===== config.mk =====
export PLATFORM = sky130hd
export DESIGN_NAME = horizontal_linear_downscaler
export DESIGN_NICKNAME = d
export VERILOG_FILES = /design/src/rtl/hld_pkg.sv /design/src/rtl/hld_ctrl.sv /design/src/rtl/hld_lane.sv /design/src/rtl/hld_merge.sv /design/src/rtl/horizontal_linear_downscaler.sv
export VERILOG_INCLUDE_DIRS = /design/src /design/src/rtl
export SDC_FILE = /design/constraint.sdc
export NUM_CORES = 2
export LEC_CHECK = 0
export ABC_AREA = 0
export BUFFER_PORTS_ARGS = -buffer_cell sky130_fd_sc_hd__buf_2
export CORE_UTILIZATION = 55
export CTS_BUF_LIST = sky130_fd_sc_hd__clkbuf_8
export CTS_CLUSTER_SIZE = 14
export DETAILED_ROUTE_END_ITERATION = 16
export GPL_ROUTABILITY_DRIVEN = 0
export MAX_ROUTING_LAYER = met4
export PLACE_DENSITY = 0.71
export SLEW_MARGIN = 20
export SYNTH_ARGS = -nofsm -noshare
export SYNTH_HDL_FRONTEND = slang
export SYNTH_HIERARCHICAL = 1
export SYNTH_SLANG_ARGS = --single-unit

===== constraint.sdc =====
create_clock -name i_clk -period 7.9 [get_ports i_clk]
set_input_delay 0 -clock i_clk [delete_from_list [all_inputs] [get_ports i_clk]]
set_output_delay 0 -clock i_clk [all_outputs]
set_load 0.05 [all_outputs]

===== src/rtl/horizontal_linear_downscaler_macros.svh =====
// Assertion macros shared by the horizontal downscaler RTL.
`ifndef HORIZONTAL_LINEAR_DOWNSCALER_MACROS_SVH
`define HORIZONTAL_LINEAR_DOWNSCALER_MACROS_SVH

// Same-cycle implication, checked on every rising edge outside reset.
`define HLD_ASSERT_NOW(label, clk, rst_n, cond, prop, msg) \
    label: assert property (@(posedge clk) disable iff (!(rst_n)) (cond) |-> (prop)) \
        else $error(msg);

// Next-cycle implication, checked on every rising edge outside reset.
`define HLD_ASSERT_NEXT(label, clk, rst_n, cond, prop, msg) \
    label: assert property (@(posedge clk) disable iff (!(rst_n)) (cond) |=> (prop)) \
        else $error(msg);

`endif


===== src/rtl/hld_pkg.sv =====
// Types, constants and codes shared by the horizontal downscaler modules.
package hld_pkg;

    localparam int COMPONENTS = 4;                   // active lanes, 1..4
    localparam int LANES_MAX  = 4;                   // component slots in a request
    localparam int PIX_W      = 8;
    localparam int W_W        = 8;
    localparam int SUM_W      = PIX_W + W_W + 1;     // a*w1 + b*w2
    localparam int DVS_W      = PIX_W + W_W;         // divisor shifted left by up to 7
    localparam int DIV_STEPS  = PIX_W;               // one quotient bit per step
    localparam int CNT_W      = $clog2(DIV_STEPS);

    typedef logic [PIX_W-1:0] t_comp;

    typedef struct packed {
        t_comp comp0;
        t_comp comp1;
        t_comp comp2;
        t_comp comp3;
        logic  row_last;
    } t_in_req;

    typedef struct packed {
        t_comp res0;
        t_comp res1;
        t_comp res2;
        t_comp res3;
    } t_out_req;

    typedef enum logic [0:0] {
        CFG_SCALE_NUM = 1'b0,
        CFG_SCALE_DEN = 1'b1
    } t_cfg_reg;

    typedef enum logic [1:0] {
        ST_IDLE,
        ST_MUL,
        ST_DIV,
        ST_DONE
    } t_state;

    // Controls broadcast to every lane.
    typedef struct packed {
        logic             load;    // capture current pixel as held pixel
        logic             take;    // capture operand pair for a result
        logic             mul;     // form weighted sum
        logic             step;    // one restoring-divide step
        logic             first;   // first divide step: latch saturation
        logic [W_W-1:0]   w1;
        logic [W_W-1:0]   w2;
        logic [DVS_W-1:0] dvs;     // divisor aligned to current quotient bit
    } t_lane_ctl;

endpackage


===== src/rtl/hld_ctrl.sv =====
// Sequencer: scale registers, row weight state and lane control.
module hld_ctrl (
    input  logic                       i_clk,
    input  logic                       i_rst_n,
    input  logic                       i_in_valid,
    input  logic                       i_row_last,
    input  logic                       i_cfg_valid,
    input  hld_pkg::t_cfg_reg          i_cfg_index,
    input  logic [hld_pkg::W_W-1:0]    i_cfg_data,
    input  logic                       i_out_free,
    output logic                       o_in_stall,
    output logic                       o_cfg_ready,
    output logic                       o_load_out,
    output hld_pkg::t_lane_ctl         o_ctl
);

    hld_pkg::t_state                 r_state, n_state;
    logic [hld_pkg::CNT_W-1:0]       r_cnt, n_cnt;
    logic [hld_pkg::DVS_W-1:0]       r_dvs, n_dvs;
    logic [hld_pkg::W_W-1:0]         r_w1, n_w1;
    logic [hld_pkg::W_W-1:0]         r_w2, n_w2;
    logic [hld_pkg::W_W-1:0]         r_used, n_used;
    logic                            r_have, n_have;
    logic                            r_skip, n_skip;
    logic [hld_pkg::W_W-1:0]         r_num;
    logic [hld_pkg::W_W-1:0]         r_den;

    logic [hld_pkg::W_W-1:0]         w_num_eff;
    logic [hld_pkg::W_W-1:0]         w_den_eff;
    logic [hld_pkg::W_W-1:0]         w_w1;
    logic [hld_pkg::W_W-1:0]         w_w2;
    logic                            w_accept;

    assign o_cfg_ready = 1'b1;
    assign o_in_stall  = (r_state != hld_pkg::ST_IDLE);

    always_ff @(posedge i_clk) begin
        if (!i_rst_n) begin
            r_num <= hld_pkg::W_W'(1);
            r_den <= hld_pkg::W_W'(1);
        end else if (i_cfg_valid) begin
            case (i_cfg_index)
                hld_pkg::CFG_SCALE_NUM: r_num <= i_cfg_data;
                hld_pkg::CFG_SCALE_DEN: r_den <= i_cfg_data;
                default: ;
            endcase
        end
    end

    // zero register acts as one
    assign w_num_eff = (r_num == '0) ? hld_pkg::W_W'(1) : r_num;
    assign w_den_eff = (r_den == '0) ? hld_pkg::W_W'(1) : r_den;
    assign w_w1      = (r_used < w_num_eff) ? (w_num_eff - r_used) : '0;
    assign w_w2      = (w_w1 < w_den_eff) ? (w_den_eff - w_w1) : '0;
    assign w_accept  = i_in_valid && (r_state == hld_pkg::ST_IDLE);

    always_ff @(posedge i_clk) begin
        if (!i_rst_n) begin
            r_state <= hld_pkg::ST_IDLE;
            r_used  <= '0;
            r_have  <= 1'b0;
            r_skip  <= 1'b0;
        end else begin
            r_state <= n_state;
            r_used  <= n_used;
            r_have  <= n_have;
            r_skip  <= n_skip;
        end
    end

    always_ff @(posedge i_clk) begin
        r_cnt <= n_cnt;
        r_dvs <= n_dvs;
        r_w1  <= n_w1;
        r_w2  <= n_w2;
    end

    always_comb begin
        n_state    = r_state;
        n_cnt      = r_cnt;
        n_dvs      = r_dvs;
        n_w1       = r_w1;
        n_w2       = r_w2;
        n_used     = r_used;
        n_have     = r_have;
        n_skip     = r_skip;
        o_load_out = 1'b0;
        o_ctl      = '0;
        o_ctl.w1   = r_w1;
        o_ctl.w2   = r_w2;
        o_ctl.dvs  = r_dvs;

        case (r_state)
            hld_pkg::ST_IDLE: begin
                if (w_accept) begin
                    o_ctl.load = 1'b1;
                    if (r_have && !r_skip) begin
                        o_ctl.take = 1'b1;
                        n_w1       = w_w1;
                        n_w2       = w_w2;
                        n_dvs      = hld_pkg::DVS_W'(w_den_eff) << (hld_pkg::DIV_STEPS - 1);
                        n_state    = hld_pkg::ST_MUL;
                        if (w_w2 >= w_num_eff) begin
                            n_skip = 1'b1;
                            n_used = '0;
                        end else begin
                            n_used = w_w2;
                        end
                    end else begin
                        n_have = 1'b1;
                        n_skip = 1'b0;
                        n_used = '0;
                    end
                    if (i_row_last) begin
                        n_have = 1'b0;
                        n_used = '0;
                        n_skip = 1'b0;
                    end
                end
            end
            hld_pkg::ST_MUL: begin
                o_ctl.mul = 1'b1;
                n_cnt     = '0;
                n_state   = hld_pkg::ST_DIV;
            end
            hld_pkg::ST_DIV: begin
                o_ctl.step  = 1'b1;
                o_ctl.first = (r_cnt == '0);
                n_dvs       = r_dvs >> 1;
                n_cnt       = r_cnt + hld_pkg::CNT_W'(1);
                if (r_cnt == hld_pkg::CNT_W'(hld_pkg::DIV_STEPS - 1)) begin
                    n_state = hld_pkg::ST_DONE;
                end
            end
            hld_pkg::ST_DONE: begin
                if (i_out_free) begin
                    o_load_out = 1'b1;
                    n_state    = hld_pkg::ST_IDLE;
                end
            end
            default: begin
                n_state = hld_pkg::ST_IDLE;
            end
        endcase
    end

endmodule


===== src/rtl/hld_lane.sv =====
// One component lane: held pixel, weighted sum and bit-serial divide.
module hld_lane (
    input  logic                  i_clk,
    input  hld_pkg::t_lane_ctl    i_ctl,
    input  hld_pkg::t_comp        i_cur,
    output hld_pkg::t_comp        o_res
);

    hld_pkg::t_comp                  r_held;
    hld_pkg::t_comp                  r_a;
    hld_pkg::t_comp                  r_b;
    logic [hld_pkg::SUM_W-1:0]       r_rem, n_rem;
    hld_pkg::t_comp                  r_q;
    logic                            r_sat;

    logic [hld_pkg::PIX_W+hld_pkg::W_W-1:0] w_pa;
    logic [hld_pkg::PIX_W+hld_pkg::W_W-1:0] w_pb;
    logic                            w_fit;
    logic                            w_sat;

    assign w_pa  = r_a * i_ctl.w1;
    assign w_pb  = r_b * i_ctl.w2;
    assign w_fit = (r_rem >= {1'b0, i_ctl.dvs});
    // quotient above 255 iff sum >= den << 8; dvs holds den << 7 on the first step
    assign w_sat = (r_rem >= {i_ctl.dvs, 1'b0});
    assign n_rem = w_fit ? (r_rem - {1'b0, i_ctl.dvs}) : r_rem;

    always_ff @(posedge i_clk) begin
        if (i_ctl.load) begin
            r_held <= i_cur;
        end
        if (i_ctl.take) begin
            r_a <= r_held;
            r_b <= i_cur;
        end
        if (i_ctl.mul) begin
            r_rem <= hld_pkg::SUM_W'(w_pa) + hld_pkg::SUM_W'(w_pb);
            r_q   <= '0;
        end
        if (i_ctl.step) begin
            r_rem <= n_rem;
            r_q   <= {r_q[hld_pkg::PIX_W-2:0], w_fit};
        end
        if (i_ctl.first) begin
            r_sat <= w_sat;
        end
    end

    assign o_res = r_sat ? '1 : r_q;

endmodule


===== src/rtl/hld_merge.sv =====
// Output stage: gathers lane quotients into one result request.
module hld_merge (
    input  logic                                        i_clk,
    input  logic                                        i_rst_n,
    input  logic                                        i_load,
    input  logic                                        i_stall,
    input  logic [hld_pkg::LANES_MAX-1:0][hld_pkg::PIX_W-1:0] i_res,
    output logic                                        o_valid,
    output hld_pkg::t_out_req                           o_data,
    output logic                                        o_free
);

    logic              r_valid;
    hld_pkg::t_out_req r_data;

    assign o_free  = !r_valid || !i_stall;
    assign o_valid = r_valid;
    assign o_data  = r_data;

    always_ff @(posedge i_clk) begin
        if (!i_rst_n) begin
            r_valid <= 1'b0;
        end else if (i_load) begin
            r_valid <= 1'b1;
        end else if (!i_stall) begin
            r_valid <= 1'b0;
        end
    end

    always_ff @(posedge i_clk) begin
        if (i_load) begin
            r_data.res0 <= i_res[0];
            r_data.res1 <= i_res[1];
            r_data.res2 <= i_res[2];
            r_data.res3 <= i_res[3];
        end
    end

endmodule


===== src/rtl/horizontal_linear_downscaler.sv =====
// Top level of the horizontal linear downscaler: lanes, sequencer, output stage.
//
//  channel   direction  handshake              payload
//  in        to block   i_in_valid/o_in_stall  i_in_data  (hld_pkg::t_in_req)
//  out       from block o_out_valid/i_out_stall o_out_data (hld_pkg::t_out_req)
//  cfg       to block   i_cfg_valid/o_cfg_ready i_cfg_index, i_cfg_data
//
//  A pixel that yields no output (row start, skip) is captured while the sequencer stays idle.
//  A pixel that yields output goes through capture, multiply, 8 divide
//  steps (one quotient bit each, in every lane), hand-off to the output register.
//  The output register frees the core: the next request is taken while a result waits.
//  o_in_stall is high while the sequencer is busy or holds a result for a full
//  output register. Reset is synchronous, active low; scale registers reset to 1.
module horizontal_linear_downscaler (
    input  logic                    i_clk,
    input  logic                    i_rst_n,
    input  logic                    i_in_valid,
    output logic                    o_in_stall,
    input  hld_pkg::t_in_req        i_in_data,
    output logic                    o_out_valid,
    input  logic                    i_out_stall,
    output hld_pkg::t_out_req       o_out_data,
    input  logic                    i_cfg_valid,
    output logic                    o_cfg_ready,
    input  hld_pkg::t_cfg_reg       i_cfg_index,
    input  logic [hld_pkg::W_W-1:0] i_cfg_data
);

    `include "horizontal_linear_downscaler_macros.svh"

    hld_pkg::t_lane_ctl                                 w_ctl;
    logic                                               w_load_out;
    logic                                               w_out_free;
    logic [hld_pkg::LANES_MAX-1:0][hld_pkg::PIX_W-1:0]  w_cur;
    logic [hld_pkg::LANES_MAX-1:0][hld_pkg::PIX_W-1:0]  w_res;

    // component slots of the request, lane k takes slot k
    assign w_cur[0] = i_in_data.comp0;
    assign w_cur[1] = i_in_data.comp1;
    assign w_cur[2] = i_in_data.comp2;
    assign w_cur[3] = i_in_data.comp3;

    // Sequencer: weight update happens on the accepting edge, so row and skip
    // bookkeeping is complete before the divide even starts.
    hld_ctrl u_ctrl (
        .i_clk       (i_clk),
        .i_rst_n     (i_rst_n),
        .i_in_valid  (i_in_valid),
        .i_row_last  (i_in_data.row_last),
        .i_cfg_valid (i_cfg_valid),
        .i_cfg_index (i_cfg_index),
        .i_cfg_data  (i_cfg_data),
        .i_out_free  (w_out_free),
        .o_in_stall  (o_in_stall),
        .o_cfg_ready (o_cfg_ready),
        .o_load_out  (w_load_out),
        .o_ctl       (w_ctl)
    );

    // One lane per active component; unused slots read as zero.
    for (genvar k = 0; k < hld_pkg::LANES_MAX; k++) begin : g_lane
        if (k < hld_pkg::COMPONENTS) begin : g_on
            hld_lane u_lane (
                .i_clk (i_clk),
                .i_ctl (w_ctl),
                .i_cur (w_cur[k]),
                .o_res (w_res[k])
            );
        end else begin : g_off
            assign w_res[k] = '0;
        end
    end

    hld_merge u_merge (
        .i_clk   (i_clk),
        .i_rst_n (i_rst_n),
        .i_load  (w_load_out),
        .i_stall (i_out_stall),
        .i_res   (w_res),
        .o_valid (o_out_valid),
        .o_data  (o_out_data),
        .o_free  (w_out_free)
    );

    // A result is handed over only by a busy core.
    `HLD_ASSERT_NOW(a_load_busy, i_clk, i_rst_n, w_load_out, o_in_stall, "result load while idle")
    // A pending, stalled result is never overwritten.
    `HLD_ASSERT_NOW(a_no_overwrite, i_clk, i_rst_n, w_load_out && o_out_valid, !i_out_stall, "result overwritten")
    // A hand-off always shows up on the output.
    `HLD_ASSERT_NEXT(a_load_shows, i_clk, i_rst_n, w_load_out, o_out_valid, "loaded result not valid")

endmodule


== After elaboration in Yosys (flattened, before gate mapping) ==
Index checks and enable logic that the tools add are counted.
Operators by class
  multiply operators: 8
  bitwise gates (word level): 1
  order comparisons: 11
  mux-type cells: 47
  reduce and logical (&&, ||, !) cells: 26
  equal/unequal tests: 15
  $add $sub $neg: 11
Operator list (count)
  $mux W17: 12
  $mul A8 B8 Y16: 8
  $mux W8: 12
  $add A16 B16 Y17: 4
  $ge A17 B16 Y1: 4
  $ge A17 B17 Y1: 4
  $sub A17 B16 Y17: 4
  $mux W16: 2
  $pmux W16 S2: 1
  $logic_not A8 Y1: 2
  $lt A8 B8 Y1: 2
  $sub A8 B8 Y8: 2
  $mux W2: 7
  $ne A2 B1 Y1 const B: 7
  $reduce_and A2 Y1: 7
  $reduce_and A3 Y1: 4
  $mux W1: 11
  $ge A8 B8 Y1: 1
  $pmux W2 S4: 1
  $reduce_bool A2 Y1: 4
  $ne A2 B2 Y1 const B: 3
  $pmux W3 S2: 1
  $eq A2 B2 Y1 const B: 2
  $reduce_and A4 Y1: 1
  other kinds (10): 13
Storage, ports and cells
  output and inout bits: 35
  flip-flop bits (word level): 296
  word-level logic and storage cells: 158

== Logic depth before layout (Yosys ltp) ==
  depth in word-level cells: 10
  depth in mapped cells: 26
  mapped depth without buffers: 25

== Cells and area by module ==
Netlist, hierarchy kept.
Modules (own cells, without submodules)
  hld_lane at g_lane[0].g_on.u_lane: times used 1, area each 7514.7 µm², cells an instance 771, seq. area each 1501.4 µm²
  hld_lane at g_lane[3].g_on.u_lane: times used 1, area each 7512.2 µm², cells an instance 761, seq. area each 1501.4 µm²
  hld_lane at g_lane[2].g_on.u_lane: times used 1, area each 7328.3 µm², cells an instance 737, seq. area each 1501.4 µm²
  hld_lane at g_lane[1].g_on.u_lane: times used 1, area each 7298.2 µm², cells an instance 735, seq. area each 1501.4 µm²
  hld_ctrl: times used 1, area each 3520.9 µm², cells an instance 366, seq. area each 1581.5 µm²
  hld_merge: times used 1, area each 996.0 µm², cells an instance 36, seq. area each 980.9 µm²

== Worst setup path before layout ==
No wires, ideal clock.
  path kind: flip-flop to flip-flop
  start: register u_ctrl/r_w1[6] (netlist bit)
  end: register g_lane[0].g_on.u_lane/r_rem[13] (netlist bit), data pin
  period minus slack after synthesis: 5.857 ns
  slack: 2.043 ns
  stages on the path, launching flop included: 19
  required time: 7.629 ns
  arrival time: 5.586 ns
  cell sequence: edfxtp_1 and2_1 fa_1 inv_1 fa_1 inv_1 fa_1 fa_1 fa_1 inv_1 fa_1 inv_1 ha_1 a2111oi_0 o21ai_1 a41o_1 a31oi_1 xor2_1 o211ai_1
On the way
  cells in the longest elaborated chain, start to end: 4
Ends and longest elaborated chain
  start, declared: RTL line hld_ctrl.sv:20  | logic [hld_pkg::W_W-1:0] r_w1, n_w1;
  start signal, assigned: RTL line hld_ctrl.sv:74  | r_w1 <= n_w1;
  $mul A8 B8 Y16: RTL line hld_lane.sv:21  | assign w_pa = r_a * i_ctl.w1;
  $add A16 B16 Y17: RTL line hld_lane.sv:37  | r_rem <= hld_pkg::SUM_W'(w_pa) + hld_pkg::SUM_W'(w_pb);
  $mux W17: RTL line hld_lane.sv:36  | if (i_ctl.mul) begin
  $mux W17: RTL line hld_lane.sv:40  | if (i_ctl.step) begin
  end signal, assigned: RTL line hld_lane.sv:37
  end signal, assigned: RTL line hld_lane.sv:41  | r_rem <= n_rem;
  end, declared: RTL line hld_lane.sv:12  | logic [hld_pkg::SUM_W-1:0] r_rem, n_rem;
No other way between the ends. The select of a mux whose other input is x is not followed.
A chain may end at the register's enable or synchronous reset.

== Worst setup path in the final report ==
  start: register u_ctrl/r_w2[2] (netlist bit)
  end: register g_lane[0].g_on.u_lane/r_rem[13] (netlist bit), data pin
On the way
  cells in the longest elaborated chain, start to end: 4
Ends and longest elaborated chain
  start, declared: RTL line hld_ctrl.sv:21  | logic [hld_pkg::W_W-1:0] r_w2, n_w2;
  start signal, assigned: RTL line hld_ctrl.sv:75  | r_w2 <= n_w2;
  $mul A8 B8 Y16: RTL line hld_lane.sv:22  | assign w_pb = r_b * i_ctl.w2;
  $add A16 B16 Y17: RTL line hld_lane.sv:37
  $mux W17: RTL line hld_lane.sv:36
  $mux W17: RTL line hld_lane.sv:40
No other way between the ends. The select of a mux whose other input is x is not followed.

==> run metrics <==
HPWL after DPL 61,790 um; Yosys Warn Count 6; die area 63,130 um2; Area after DPL 35,610 um2; nets 4,462; area occupied by multi-input gates 23,060 um2; Residual DRC 0; I/O pins 82; Hold-fix buffers, CTS 84; most common library cells after synthesis 617 x inv_1, 419 x ha_1, 394 x fa_1; Slew headroom about a fifth; Synth Area in Adders 38.46%; Inst Count DP 4,295; Avg Vias per Cell approximately 5.4; Worst setup SP type register; synthesis-stage register bit count 295; vias in the first global route 25.02k; Setup Fix Bufs, Post-CTS 0; RSZ-0062 raised after global routing false; grt ovf 0; Inserted Clock Buffers between 50 and 60; CP Launch Point u_ctrl/r_w2[2]; Async SR Flop Fraction 0%; Setup-failing EPs final 0; Final Hold Viols 0; clk sink count between 200 and 300; status complete, no violations; Synth Cell Area 34,170 um2; area of the core around 60,000 um2; Synth area leaders edfxtp_1 23%, fa_1 23%, ha_1 15%; Crit-path slowest cell edfxtp_1; Total Routed Length 79,840 um; CTS tree yes; Max Cap Viol 0; worst slew pin tran 1.186 ns; CP max stage delay 1.12 ns; post-synth top area cell edfxtp_1; Worst Skew 0.05662 ns; mean post-synth cell area roughly 10 um2; FF+latch area approximately 8600 um2; worst r2r src u_ctrl/r_w2[2]; most common cell in the synthesized netlist inv_1; first-pass GRT wire length around 130,000 um; top cell type's share of synthesized area 23.38%; Setup Crit Path Kind register to register; Top FF cell, synth edfxtp_1; Seq/Total Area, Yosys 25.08%; Hold Startpoint i_in_data[12]; Die H 251.3 um; CP max FO 20; Max Freq 0.1535 GHz; syn nets 4,266; DRT antenna net count 0; Critical Path AT between 6 and 7 ns; cells after synthesis 3,406; largest net degree at the start of global routing 57; WP data required 8.33 ns; period utilisation layout 82.48%; post-synthesis cell type count slightly below 100; WL/cell 17.80 um; Root Buffer clkbuf_8; Sum Neg Setup Slack 0 ns; Skew-Pair Late Insertion Delay between 0.7 and 0.8 ns; chip width 251.3 um; Simple-Gate Fraction of Synth Area 15.40%; final cell count without fillers 4,486; Final Core Density roughly three fifths; worst hold path type primary input to register; Post-CTS Resized 0; main combinational cell family by area after synthesis adder cells; Slew Viols, Final 0; Post-synth EDFFs 266; first-pass iteration count of the detailed router 6; starting density of the core 55.47%; Finished Cell Area about 38,000 um2; Tot GR Track Use around 27%; PortBufs 80; # rows 91; fillers between 5k and 6k; compound-gate portion of the synthesized area 9.594%; Post-Synth XOR/XNOR Area around 2.8%; post-layout min period 6.516 ns; initial antenna violation count 1; Critical Path End Type register; Vias approximately 24k; layout cells sized above 1 8.004%; CP Cell Sequence and2_1 > fa_1 > fa_1 > fa_1 > fa_1 > fa_1 > inv_1 > fa_1 > inv_1 > ha_1 > a2111oi_0 > o21ai_1 > a41o_1 > a31oi_1 > xor2_1 > o211ai_1; post-synthesis mux area share 1.120%; Area Overhead vs Synth 10.15%; clock buffer depth 3; Reg clk slew, reported paths 0.06 ns; 1st-iter DRT viols 1,553; critical path's most frequent cell fa_1; H-Tree Depth 2
-- worst max-delay path: cells and delay by family (launching register included) --
kind,cells,cell delay [ns]
and+or+nand+nor,1,0.26
DFF,1,1.12
AOI/OAI and AO/OA,5,1.14
adders and majority gates,7,3.40
xor gates and xnor gates,1,0.18
buffers and inverters,2,0.09
-- kinds of logic (layout without fill, tap and decap cells) --
logic type	after synthesis	count (layout)
muxes	36	36
buffers and inverters	673	915
adders and majority gates	814	814
DFF	295	295
other	2	3
AOI/OAI and AO/OA	484	484
and+or+nand+nor	993	993
xor gates and xnor gates	109	109
-- layout by cell type (no fill, tap or decap), types with 37 or more instances in the layout --
master / n
inv_1: 628
ha_1: 418
a21o_1: 53
xor2_1: 60
o21ai_0: 82
and2_1: 391
edfxtp_1: 266
fa_1: 394
dlygate4sd3_1: 84
nand2_1: 313
a21oi_1: 125
buf_2: 80
clkbuf_8: 60
or2_2: 37
xnor2_1: 49
nor2_1: 72
-- final timing paths --
path | endpoint | slack (ns) | depth (start not counted)
worst max-delay path | g_lane[0].g_on.u_lane/r_rem[13] | 1.38 | 16
worst min-delay path | g_lane[2].g_on.u_lane/r_held[3] | 0.05 | 2
worst max register to register | g_lane[0].g_on.u_lane/r_rem[13] | 1.38 | 16
worst min register to register | g_lane[3].g_on.u_lane/r_a[7] | 0.41 | 0
-- area by class of cell --
cell class	instances	share of cell area, %
multi-input combinational	2438	61.28
sequential	295	22.77
inverter	619	6.173
timing repair buffer	191	3.943
tap	837	2.782
clock buffer	60	2.194
clock inverter	45	0.8544
antenna	1	0.006649
-- flip-flops by register name (all words and copies together) (netlist names) --
signal / cells
u_ctrl/r_den: 8
u_ctrl/r_used: 8
g_lane.g_on.u_lane/r_held: 32
g_lane.g_on.u_lane/r_q: 32
g_lane.g_on.u_lane/r_b: 32
u_ctrl/r_cnt: 3
u_ctrl/r_w2: 8
u_ctrl/r_skip: 1
u_merge/o_data: 32
u_ctrl/r_num: 8
g_lane.g_on.u_lane/r_rem: 68
u_ctrl/r_have: 1
u_merge/o_valid: 1
u_ctrl/r_state: 2
g_lane.g_on.u_lane/r_sat: 4
g_lane.g_on.u_lane/r_a: 32
u_ctrl/r_w1: 8
u_ctrl/r_dvs: 15
-- per-layer routing --
metal  global-route usage [%]  share of wire (%)
met5                        -                  0
met4                    6.725                2.2
met2                    42.79                 47
met3                    3.583                6.1
met1                    36.40                 45
-- through the flow --
| step | setup WS (ns) | hold slack, ns |
|---|---|---|
| after floorplan | 2.043 | 0.09887 |
| after global placement | 1.514 | 0.1877 |
| after detailed placement | 1.440 | 0.1907 |
| after CTS | 1.380 | 0.001475 |
| after global routing | 1.190 | 0.02167 |
| final | 1.384 | 0.05472 |
Power is left out: the tool's default activity adds up to more than one toggle a clock period on the data nets, which glitch-free logic cannot reach.
